`config.mk`:
```
export PLATFORM = sky130hd
export DESIGN_NAME = vt_merge
export DESIGN_NICKNAME = d
export VERILOG_FILES = /design/src/design/vt_pkg.sv /design/src/design/vt_merge.sv
export SDC_FILE = /design/constraint.sdc
export NUM_CORES = 1
export LEC_CHECK = 0
export BUFFER_PORTS_ARGS = -buffer_cell sky130_fd_sc_hd__buf_2
export CORE_MARGIN = 1
export CORE_UTILIZATION = 39
export CTS_BUF_LIST = sky130_fd_sc_hd__clkbuf_4 sky130_fd_sc_hd__clkbuf_8 sky130_fd_sc_hd__clkbuf_16
export DETAILED_ROUTE_END_ITERATION = 8
export HOLD_SLACK_MARGIN = 0.03
export MAX_ROUTING_LAYER = met4
export PLACE_DENSITY_LB_ADDON = 0.1
export SYNTH_ARGS = -nofsm -noshare
export SYNTH_HDL_FRONTEND = slang
export SYNTH_SLANG_ARGS = --single-unit
```
`constraint.sdc`:
```
create_clock -name clk -period 1.03 [get_ports clk]
set_clock_uncertainty 0.2 [all_clocks]
set_input_delay 0.206 -clock clk [delete_from_list [all_inputs] [get_ports clk]]
set_output_delay 0.206 -clock clk [all_outputs]
set_load 0.05 [all_outputs]
```
`src/design/vt_pkg.sv`:
```
// ----------------------------------------------------------------------------
// vt_pkg: shared types and constants of the vertex transform
// Fixed-point widths, vertex kind codes, matrix reset image and the
// stage-enable bundle that the top level hands to the lanes.
// ----------------------------------------------------------------------------
`default_nettype none

package vt_pkg;

    // Q16.16 component and arithmetic widths.
    localparam int VT_DATA_W = 32;
    localparam int VT_FRAC_W = 16;
    localparam int VT_PROD_W = 2 * VT_DATA_W;
    localparam int VT_SUM_W  = VT_PROD_W + 2;
    localparam int VT_LANES  = 4;

    // Configuration register file.
    localparam int VT_NUM_REGS  = 8;
    localparam int VT_REG_W     = 64;
    localparam int VT_CFG_IDX_W = 4;
    localparam int VT_REG_IDX_W = $clog2(VT_NUM_REGS);

    // Vertex kind codes; any other code behaves as a four-component vector.
    localparam logic [1:0] VT_OP_2D = 2'd0;
    localparam logic [1:0] VT_OP_3D = 2'd1;
    localparam logic [1:0] VT_OP_4D = 2'd2;

    typedef logic signed [VT_DATA_W-1:0] vt_data_t;
    typedef logic signed [VT_PROD_W-1:0] vt_prod_t;
    typedef logic signed [VT_SUM_W-1:0]  vt_sum_t;
    typedef logic [VT_REG_W-1:0]         vt_reg_t;
    typedef vt_data_t                    vt_vec_t [VT_LANES];

    localparam vt_data_t VT_ONE_Q16  = 32'sh0001_0000;
    localparam vt_data_t VT_ZERO_Q16 = 32'sh0000_0000;
    localparam vt_data_t VT_MAX_Q16  = 32'sh7FFF_FFFF;
    localparam vt_data_t VT_MIN_Q16  = 32'sh8000_0000;

    // Reset image of the register file: the identity matrix.
    localparam vt_reg_t VT_MAT_RESET [VT_NUM_REGS] = '{
        64'h0000_0000_0001_0000,
        64'h0000_0000_0000_0000,
        64'h0001_0000_0000_0000,
        64'h0000_0000_0000_0000,
        64'h0000_0000_0000_0000,
        64'h0000_0000_0001_0000,
        64'h0000_0000_0000_0000,
        64'h0001_0000_0000_0000
    };

    // Load enables of the lane pipeline stages.
    typedef struct packed {
        logic mul;
        logic add;
        logic sat;
    } vt_stage_en_t;

    typedef struct packed {
        vt_data_t out_x;
        vt_data_t out_y;
        vt_data_t out_z;
        vt_data_t out_w;
        logic     saturated;
    } vt_result_t;

    // Lanes whose results are reported for a given vertex kind.
    function automatic logic [VT_LANES-1:0] vt_lane_mask(input logic [1:0] op);
        logic [VT_LANES-1:0] mask;
        case (op)
            VT_OP_2D: mask = 4'b0011;
            VT_OP_3D: mask = 4'b0111;
            default:  mask = 4'b1111;
        endcase
        return mask;
    endfunction

endpackage

`default_nettype wire

```
`src/design/vt_merge.sv`:
```
// ----------------------------------------------------------------------------
// vt_merge: output register of the transform
// Zeroes the components the vertex kind does not report and folds the clip
// flags of the reported lanes into one.
// ----------------------------------------------------------------------------
`default_nettype none

module vt_merge
    import vt_pkg::*;
(
    input  wire logic                clk,
    input  wire logic                load,
    input  wire logic [1:0]          op,
    input  wire vt_data_t            lane_res [VT_LANES],
    input  wire logic [VT_LANES-1:0] lane_sat,
    output vt_result_t               result
);

    vt_result_t          result_reg;
    vt_result_t          result_next;
    logic [VT_LANES-1:0] mask;
    vt_data_t            comp [VT_LANES];

    always_comb
    begin
        mask = vt_lane_mask(op);
        for (int i = 0; i < VT_LANES; i++)
        begin
            comp[i] = mask[i] ? lane_res[i] : VT_ZERO_Q16;
        end
        result_next.out_x     = comp[0];
        result_next.out_y     = comp[1];
        result_next.out_z     = comp[2];
        result_next.out_w     = comp[3];
        result_next.saturated = |(mask & lane_sat);
    end

    always_ff @(posedge clk)
    begin
        if (load)
        begin
            result_reg <= result_next;
        end
    end

    assign result = result_reg;

endmodule

`default_nettype wire
```
==> results of run 1 <==
==> metrics by stage <==
step                      setup TNS (ps)  total power [µW]   util  worst slack (ps)
after floorplan                    -41.4              8140      -             -2.59
after global placement            -19520              8980  0.562              -210
after detailed placement          -20970              9020  0.562              -231
after CTS                         -44740             15500  0.802              -382
after global routing              -47490             15900  0.798              -398
final                             -43350             15400  0.798              -379
==> cells by family (layout without fill, tap and decap cells) <==
kind of cell,count (synthesis),in the layout,share of synthesized area
flops,129,129,0.871
buf+inv,6,425,0.0110
simple gates,67,67,0.116
other cells,0,1,0
compound gates,2,2,0.00225
==> report_power, final <==
group / leakage, µW / total [µW] / switching [µW] / internal (µW)
Clock: 0.000252 / 5490 / 2210 / 3280
Sequential: 0.00126 / 6480 / 210 / 6270
Combinational: 0.00233 / 3450 / 2010 / 1440
Total: 0.00384 / 15400 / 4420 / 11000
==> cell type report <==
type | instances | area [µm²] | share of cell area
flip-flops and latches | 129 | 3870 | 0.442
repair buffers | 393 | 3630 | 0.414
multi-input cells | 69 | 537 | 0.0612
clock buffers | 17 | 425 | 0.0485
well taps | 140 | 175 | 0.0200
clock inverters | 15 | 120 | 0.0137
diodes | 1 | 2.50 | 0.000285
==> cells in the final DEF (no fill, tap or decap), types with 5 or more instances in the layout <==
cell type       Yosys  final
clkbuf_16           0     17
and2_4              0      5
nor2b_2            26     26
buf_6               3    129
dlymetal6s4s_1      0     21
buf_4               0     14
clkinvlp_4          0      6
dlygate4sd3_1       0    106
buf_2               0    114
buf_12              0      9
and2_1             32     27
edfxtp_1          129    129
==> what timing repair did <==
action                                  CTS  global route
pin swaps                                 0             0
endpoints found under the setup margin  129           174
gates resized for setup                 258            26
endpoints found under the hold margin   132             5
==> layer usage <==
layer / vias to the layer above / GRT usage / part of all wire
met4: 0 / 0.108 / 0.023
li1: 1572 / - / -
met3: 24 / 0.0705 / 0.083
met2: 190 / 0.426 / 0.55
met5: - / - / 0
met1: 1565 / 0.236 / 0.35
==> worst min-delay path: cells and delay by family <==
family | cells | cell delay [ps]
buffers and inverters | 1 | 70
and+or+nand+nor | 1 | 30
AOI/OAI and AO/OA | 1 | 90
==> worst paths after layout <==
kind / start / end / slack, ps
worst max-delay path: result[78]$_DFFE_PP_ / result[78] / -380
worst min-delay path: lane_sat[0] / result[0]$_DFFE_PP_ / -90
==> flow_metrics.py, run 1 <==
metrics = {
    "global_routing": {
        "grt_pass1_wl_um": 19400,
        "grt_pass1_vias": 3767,
        "grt_overflow_total": 0,
        "grt_usage": 0.237,
        "antenna_found_initial": 1,
        "grt_max_degree": 28,
    },
    "yosys": {
        "synthCells": 204,
        "synth_area_um2": 4450,
        "syn_avg_cell_area_um2": 21.8,
        "yosys.area.top_type": "edfxtp_1",
        "yosysMostFrequentCell": "edfxtp_1",
        "ys_seq_area_frac": 0.871,
        "synth_top_area_frac": 0.871,
        "synth_ff_type": "edfxtp_1",
        "ys_warn_count": 0,
        "async_reset_ff_frac": 0,
        "synth_edf_count": 129,
        "ys_ff_latch": 129,
        "synthTopCellsByCount": "edfxtp_1 (129), and2_1 (32), nor2b_2 (26), nor2b_4 (4)",
        "synth_area_leaders": "edfxtp_1 (87%), nor2b_2 (5.1%), and2_1 (4.5%), nor2b_4 (1.2%), buf_6 (0.76%)",
        "syn_nets": 340,
        "ys_types": 11,
    },
    "drt": {
        "num_vias": 3351,
        "drt_iter0_markers": 144,
        "drc": 0,
        "detail_route.wl_per_cell_um": 17.6,
        "viasPerCell": 4.39,
        "final_antenna_net_count": 0,
        "first_pass_iters": 6,
        "wirelength_um": 13400,
    },
    "place": {
        "dp_hpwl_um": 7920,
        "place_inst": 624,
        "dpl_cell_area_um2": 6170,
        "io_buffers": 264,
        "globalplace.congestion": 0.720,
    },
    "floorplan": {
        "start_util": 0.405,
        "design.core.area_um2": 11000,
        "die_y_um": 109,
        "die-width_um": 109,
        "num_io_pins": 265,
        "rows": 38,
        "dieArea_um2": 11800,
    },
    "sta": {
        "setup_viol": 135,
        "worstMarginPinSlew_ps": 232,
        "final_hold_viol_count": 4,
        "timing.fmax_ghz": 0.710,
        "rsz0062_at_grt": "true",
        "report.final.slew_viol_count": 0,
        "relSlewSlack": 0.845,
        "postLayoutSetupSlackWorst_ps": -379,
        "finalCritPeriodShare": 1.37,
        "layout_min_cycle_time_ps": 1410,
        "fin_worst_hold_slack_ps": -85.1,
    },
    "clock_network": {
        "worst_setup_hold_path_clk_slew_ps": 60,
        "numCtsBuffers": 17,
        "cts_tree": "done",
        "cts_setup_buffers": 0,
        "cts-root-buf": "clkbuf_16",
        "holdBufCountCts": 128,
        "cts.sinks": 129,
        "cts.path.max_buffers": 2,
        "cts_max_level": 4,
    },
    "power_and_ir_drop": {
        "power_density_nw_per_um2": 1760,
        "vdd_drop_max_v": 0.000980,
        "p_leak_uw": 0.00384,
    },
    "final_layout": {
        "fill_cells": 587,
        "fin_area_um2": 8770,
        "drive_above_1_share": 0.533,
        "largest_reg_flops": 129,
        "layout.nets": 746,
        "stdcell_count": 764,
        "syn_to_final_growth_pct": 97.1,
    },
    "setup_path": {
        "cp_data_arrival_time_ps": 1000,
        "required_ps": 620,
        "crit_cells": 1,
        "crit_family": "flip-flops",
        "slowest_stage": "edfxtp_1",
        "crit_buf_inv": 1,
        "cp-end-kind": "primary output",
        "path_cells": "buf_6",
        "critical-path-max-stage-delay_ps": 420,
        "worstSetupPathType": "register to primary output",
        "worst_setup_path_start_kind": "register",
        "cp_max_fo": 1,
    },
    "min_path": {
        "min_path_cells": 3,
        "worstHoldPathType": "input pin to register",
    },
    "run_status": {
        "status": "complete, but fails checks",
        "violations": "negative hold slack, negative setup slack",
    },
    "job": {
        "max_cap_violations": 0,
    },
}
(Power assumes the default switching activity.)
==> run 2, diff against run 1 <==
Settings changed: RECOVER_POWER from default to 50.
==> run 2 against run 1 <==
The run still ends with negative hold slack, negative setup slack left. Clock power about the same. Via count decreased by 0.15%. Non-clock buffer count is the same. Combinational power fell by 1%. Sequential power about the same. Critical path depth unchanged. First-iteration DRC count grew 24%. Global-route usage unchanged. Cell count unchanged. Highest routed layer unchanged.
==> flow_metrics.py, run 2 (synthesized netlist as in run 1, its figures left out) <==
metrics = {
    "run_status": {
        "status": "complete, but fails checks",
        "violations": "negative hold slack, negative setup slack",
    },
    "power_and_ir_drop": {
        "p_leak_uw": 0.00380,
        "total_power_uw": 15400,
        "power_density_nw_per_um2": 1770,
        "p_clk_frac": 0.357,
        "p_sw_frac": 0.287,
        "vdd_drop_max_v": 0.000990,
        "share_seq_of_total_power": 0.421,
        "power.internal_uw": 11000,
        "switchingPower_uw": 4420,
        "pwr-share-comb": 0.222,
    },
    "clock_network": {
        "cts.sinks": 129,
        "holdBufCountCts": 128,
        "cts_max_level": 4,
        "cts_setup_buffers": 0,
        "cts-root-buf": "clkbuf_16",
        "worst_setup_hold_path_clk_slew_ps": 60,
        "cts.path.max_buffers": 2,
        "numCtsBuffers": 17,
        "cts_tree": "done",
    },
    "setup_path": {
        "required_ps": 620,
        "critical-path-max-stage-delay_ps": 420,
        "path_cells": "buf_6",
        "crit_family": "flip-flops",
        "crit_buf_inv": 1,
        "cp_data_arrival_time_ps": 1000,
        "worst_setup_path_start_kind": "register",
        "worstSetupPathType": "register to primary output",
        "slowest_stage": "edfxtp_1",
        "cp-end-kind": "primary output",
        "cp_max_fo": 1,
    },
    "drt": {
        "detail_route.wl_per_cell_um": 17.6,
        "final_antenna_net_count": 0,
        "drc": 0,
        "wirelength_um": 13400,
        "first_pass_iters": 6,
        "viasPerCell": 4.38,
        "drt_iter0_markers": 178,
        "num_vias": 3346,
    },
    "sta": {
        "relSlewSlack": 0.637,
        "timing.fmax_ghz": 0.710,
        "final_hold_viol_count": 2,
        "postLayoutSetupSlackWorst_ps": -379,
        "fin_worst_hold_slack_ps": -84.8,
        "worstMarginPinSlew_ps": 544,
        "rsz0062_at_grt": "true",
        "setup_viol": 194,
        "layout_min_cycle_time_ps": 1410,
        "finalCritPeriodShare": 1.37,
        "report.final.slew_viol_count": 0,
    },
    "floorplan": {
        "start_util": 0.405,
        "dieArea_um2": 11800,
        "rows": 38,
        "die_y_um": 109,
        "num_io_pins": 265,
        "design.core.area_um2": 11000,
        "die-width_um": 109,
    },
    "place": {
        "globalplace.congestion": 0.720,
        "dp_hpwl_um": 7920,
        "io_buffers": 264,
        "dpl_cell_area_um2": 6170,
    },
    "global_routing": {
        "antenna_found_initial": 1,
        "grt_usage": 0.237,
        "grt_overflow_total": 0,
        "grt_max_degree": 28,
        "met2_usage": 0.426,
        "grt_use_met1": 0.236,
        "grtUsageMet3": 0.0705,
        "grt_pass1_wl_um": 19400,
        "busiest_layer": "met2",
        "grt_pass1_vias": 3767,
    },
    "final_layout": {
        "syn_to_final_growth_pct": 95.4,
        "mostFrequentLayoutCell": "buf_6",
        "fin_area_um2": 8690,
        "drive_above_1_share": 0.528,
        "largest_reg_flops": 129,
        "layout.nets": 746,
        "final_cell_mix": "buf_6 (132), edfxtp_1 (129), buf_2 (115)",
    },
    "job": {
        "max_cap_violations": 0,
    },
    "min_path": {
        "worstHoldPathType": "input pin to register",
    },
}
-- run 2: final cells by class --
| type | count | area, µm² |
|---|---|---|
| sequential | 129 | 3870 |
| timing repair buffer | 393 | 3550 |
| fill | 601 | 2290 |
| multi-input combinational | 69 | 537 |
| clock buffer | 17 | 425 |
| tap | 140 | 175 |
| clock inverter | 15 | 120 |
| antenna | 1 | 2.50 |
-- run 2: power groups by stage --
stage               Clock [µW]  Combinational (µW)  Sequential [µW]
floorplan                    0                 168             7970
global placement             0                2540             6440
detailed placement           0                2560             6460
CTS                       5580                3430             6460
global route              5770                3530             6520
finish                    5490                3410             6480
-- run 2: layer usage --
layer	vias up	share of wire	wire, µm
met1	1565	0.35	4680
met4	0	0.023	309
met5	-	0	0
li1	1573	-	-
met2	184	0.55	7360
met3	24	0.080	1080
-- run 2: stage by stage --
stage          hold slack [ps]  worst slack, ps   util  TNS [ps]  cells
6_report                 -84.8             -379  0.791    -45600    764
4_1_cts                   -105             -382  0.802    -44740    784
3_3_place_gp               183             -210  0.562    -19520    624
2_1_floorplan              105            -2.59      -     -41.4    204
3_5_place_dp               184             -231  0.562    -20970    624
5_1_grt                  -83.4             -398  0.791    -54080    764
-- run 2: what timing repair did --
action / in CTS / in global routing
cloned: 0 / 0
endpoints found under the setup margin: 129 / 174
gates resized for setup: 258 / 26
endpoints found under the hold margin: 132 / 5
pin swaps: 0 / 0
-- run 2: worst paths after layout --
path	depth (start not counted)	endpoint	from	slack, ps
max	1	result[78]	result[78]$_DFFE_PP_	-380
min	3	result[0]$_DFFE_PP_	lane_sat[0]	-80
==> run 3, diff against run 2 <==
Settings changed: CELL_PAD_IN_SITES_DETAIL_PLACEMENT from default to 2, CELL_PAD_IN_SITES_GLOBAL_PLACEMENT from default to 2, CORE_UTILIZATION 39 to 25.
==> run 3 against run 2 <==
The run still ends with negative hold slack, negative setup slack left. Sequential power is essentially flat. Final area up 1.3%. Die area up 55%. Count of clock-buffer cells in the layout stayed put. Clock power rose by 5.5%. Combinational power is essentially flat. Core utilization decreased by 28 points. Cell count increased by 11%. Worst hold slack worse by 25 ps. First-iteration DRC count decreased by 37%. Critical path depth stayed put. Sequential cell count did not move.
==> flow_metrics.py, run 3 (synthesized netlist as in run 1, its figures left out) <==
metrics = {
    "run_status": {
        "status": "complete, but fails checks",
        "violations": "negative hold slack, negative setup slack",
    },
    "final_layout": {
        "drive_above_1_share": 0.527,
        "final_cell_mix": "buf_6 (129), edfxtp_1 (129), buf_2 (119)",
        "fill_cells": 1560,
        "fin_area_um2": 8800,
        "stdcell_count": 845,
        "syn_to_final_growth_pct": 97.8,
        "largest_reg_flops": 129,
        "final_util": 0.507,
        "layout.nets": 743,
    },
    "sta": {
        "timing.fmax_ghz": 0.705,
        "worstMarginPinSlew_ps": 330,
        "postLayoutSetupSlackWorst_ps": -388,
        "relSlewSlack": 0.780,
        "setup_viol": 136,
        "rsz0062_at_grt": "true",
        "setup_tns_ps": -43310,
        "finalCritPeriodShare": 1.38,
        "final_hold_viol_count": 1,
        "fin_worst_hold_slack_ps": -110,
        "layout_min_cycle_time_ps": 1420,
        "report.final.slew_viol_count": 0,
    },
    "floorplan": {
        "rows": 48,
        "num_io_pins": 265,
        "die_y_um": 135,
        "start_util": 0.256,
        "die-width_um": 135,
        "dieArea_um2": 18300,
        "design.core.area_um2": 17400,
    },
    "clock_network": {
        "cts_max_level": 4,
        "cts_setup_buffers": 0,
        "holdBufCountCts": 128,
        "cts.sinks": 129,
        "cts_tree": "done",
        "cts.path.max_buffers": 2,
        "numCtsBuffers": 17,
        "worst_setup_hold_path_clk_slew_ps": 60,
        "cts-root-buf": "clkbuf_16",
    },
    "global_routing": {
        "grt_pass1_vias": 3869,
        "antenna_found_initial": 1,
        "grt_usage": 0.175,
        "grt_overflow_total": 0,
        "grt_max_degree": 32,
        "grt_pass1_wl_um": 22500,
    },
    "place": {
        "globalplace.congestion": 0.715,
        "dp_hpwl_um": 9210,
        "dpl_cell_area_um2": 6200,
        "io_buffers": 264,
        "place_inst": 699,
    },
    "setup_path": {
        "path_cells": "buf_6",
        "critical-path-max-stage-delay_ps": 420,
        "worst_setup_path_start_kind": "register",
        "crit_family": "flip-flops",
        "worstSetupPathType": "register to primary output",
        "slowest_stage": "edfxtp_1",
        "cp_max_fo": 1,
        "cp-end-kind": "primary output",
        "required_ps": 620,
        "crit_buf_inv": 1,
        "crit_cells": 1,
        "cp_data_arrival_time_ps": 1010,
    },
    "power_and_ir_drop": {
        "vdd_drop_max_v": 0.00111,
        "power_density_nw_per_um2": 1780,
        "p_leak_uw": 0.00381,
    },
    "drt": {
        "viasPerCell": 3.93,
        "drc": 0,
        "first_pass_iters": 4,
        "final_antenna_net_count": 0,
        "num_vias": 3324,
        "detail_route.wl_per_cell_um": 18.1,
        "wirelength_um": 15300,
        "drt_iter0_markers": 113,
    },
    "min_path": {
        "hold_path_end": "result[0]$_DFFE_PP_",
        "worstHoldPathType": "input pin to register",
        "min-delay-start": "lane_sat[0]",
        "min_path_cells": 3,
    },
    "job": {
        "max_cap_violations": 0,
    },
}
## run 3: changes by cell type in the layout (fill, tap and decap cells not counted), sizes merged
cell / previous run / this run
clkbuf: 25 / 24
clkinvlp: 6 / 4
clkdlybuf4s25: 0 / 1
buf: 258 / 255
clkinv: 7 / 6
inv: 1 / 2
bufinv: 1 / 2
## run 3: how the worst max path moves through the flow
stage,from,endpoint
floorplan,op[1],result[45]$_SDFFCE_PN0P_
global placement,op[1],result[33]$_SDFFCE_PN0P_
detailed placement,op[1],result[64]$_SDFFCE_PN0P_
CTS,result[116]$_DFFE_PP_,result[116]
global route,result[127]$_DFFE_PP_,result[127]
finish,result[103]$_DFFE_PP_,result[103]
## run 3: timing repair
item / CTS / global route
endpoints found under the hold margin: 131 / 3
resized for setup: 252 / 28
setup endpoints to repair: 129 / 169
## run 3: per-stage QoR
| stage | worst slack, ps | hold slack, ps | power (µW) |
|---|---|---|---|
| finish | -388 | -110 | 15700 |
| global route | -432 | -95.6 | 16300 |
| CTS | -407 | -148 | 15900 |
| detailed placement | -247 | 184 | 9040 |
| global placement | -227 | 183 | 8990 |
| floorplan | -2.59 | 105 | 8140 |
## run 3: layout make-up
cell class,instances,area [µm²],share of cell area
sequential,129,3870,0.440
timing repair buffer,390,3530,0.402
multi-input combinational,69,542,0.0616
clock buffer,17,425,0.0484
tap,225,282,0.0320
clock inverter,14,139,0.0158
antenna,1,2.50,0.000284
## run 3: report_power, final
group          leakage (µW)  total [µW]  internal [µW]  switching (µW)
Sequential          0.00126        6480           6270             213
Clock              0.000266        5790           3530            2260
Combinational       0.00229        3430           1400            2020
## run 3: per-layer routing
layer,vias up,GRT usage,part of all wire
li1,1561,-,-
met1,1576,0.182,0.38
met2,175,0.301,0.51
met3,12,0.0744,0.094
met4,0,0.0462,0.011
met5,-,-,0
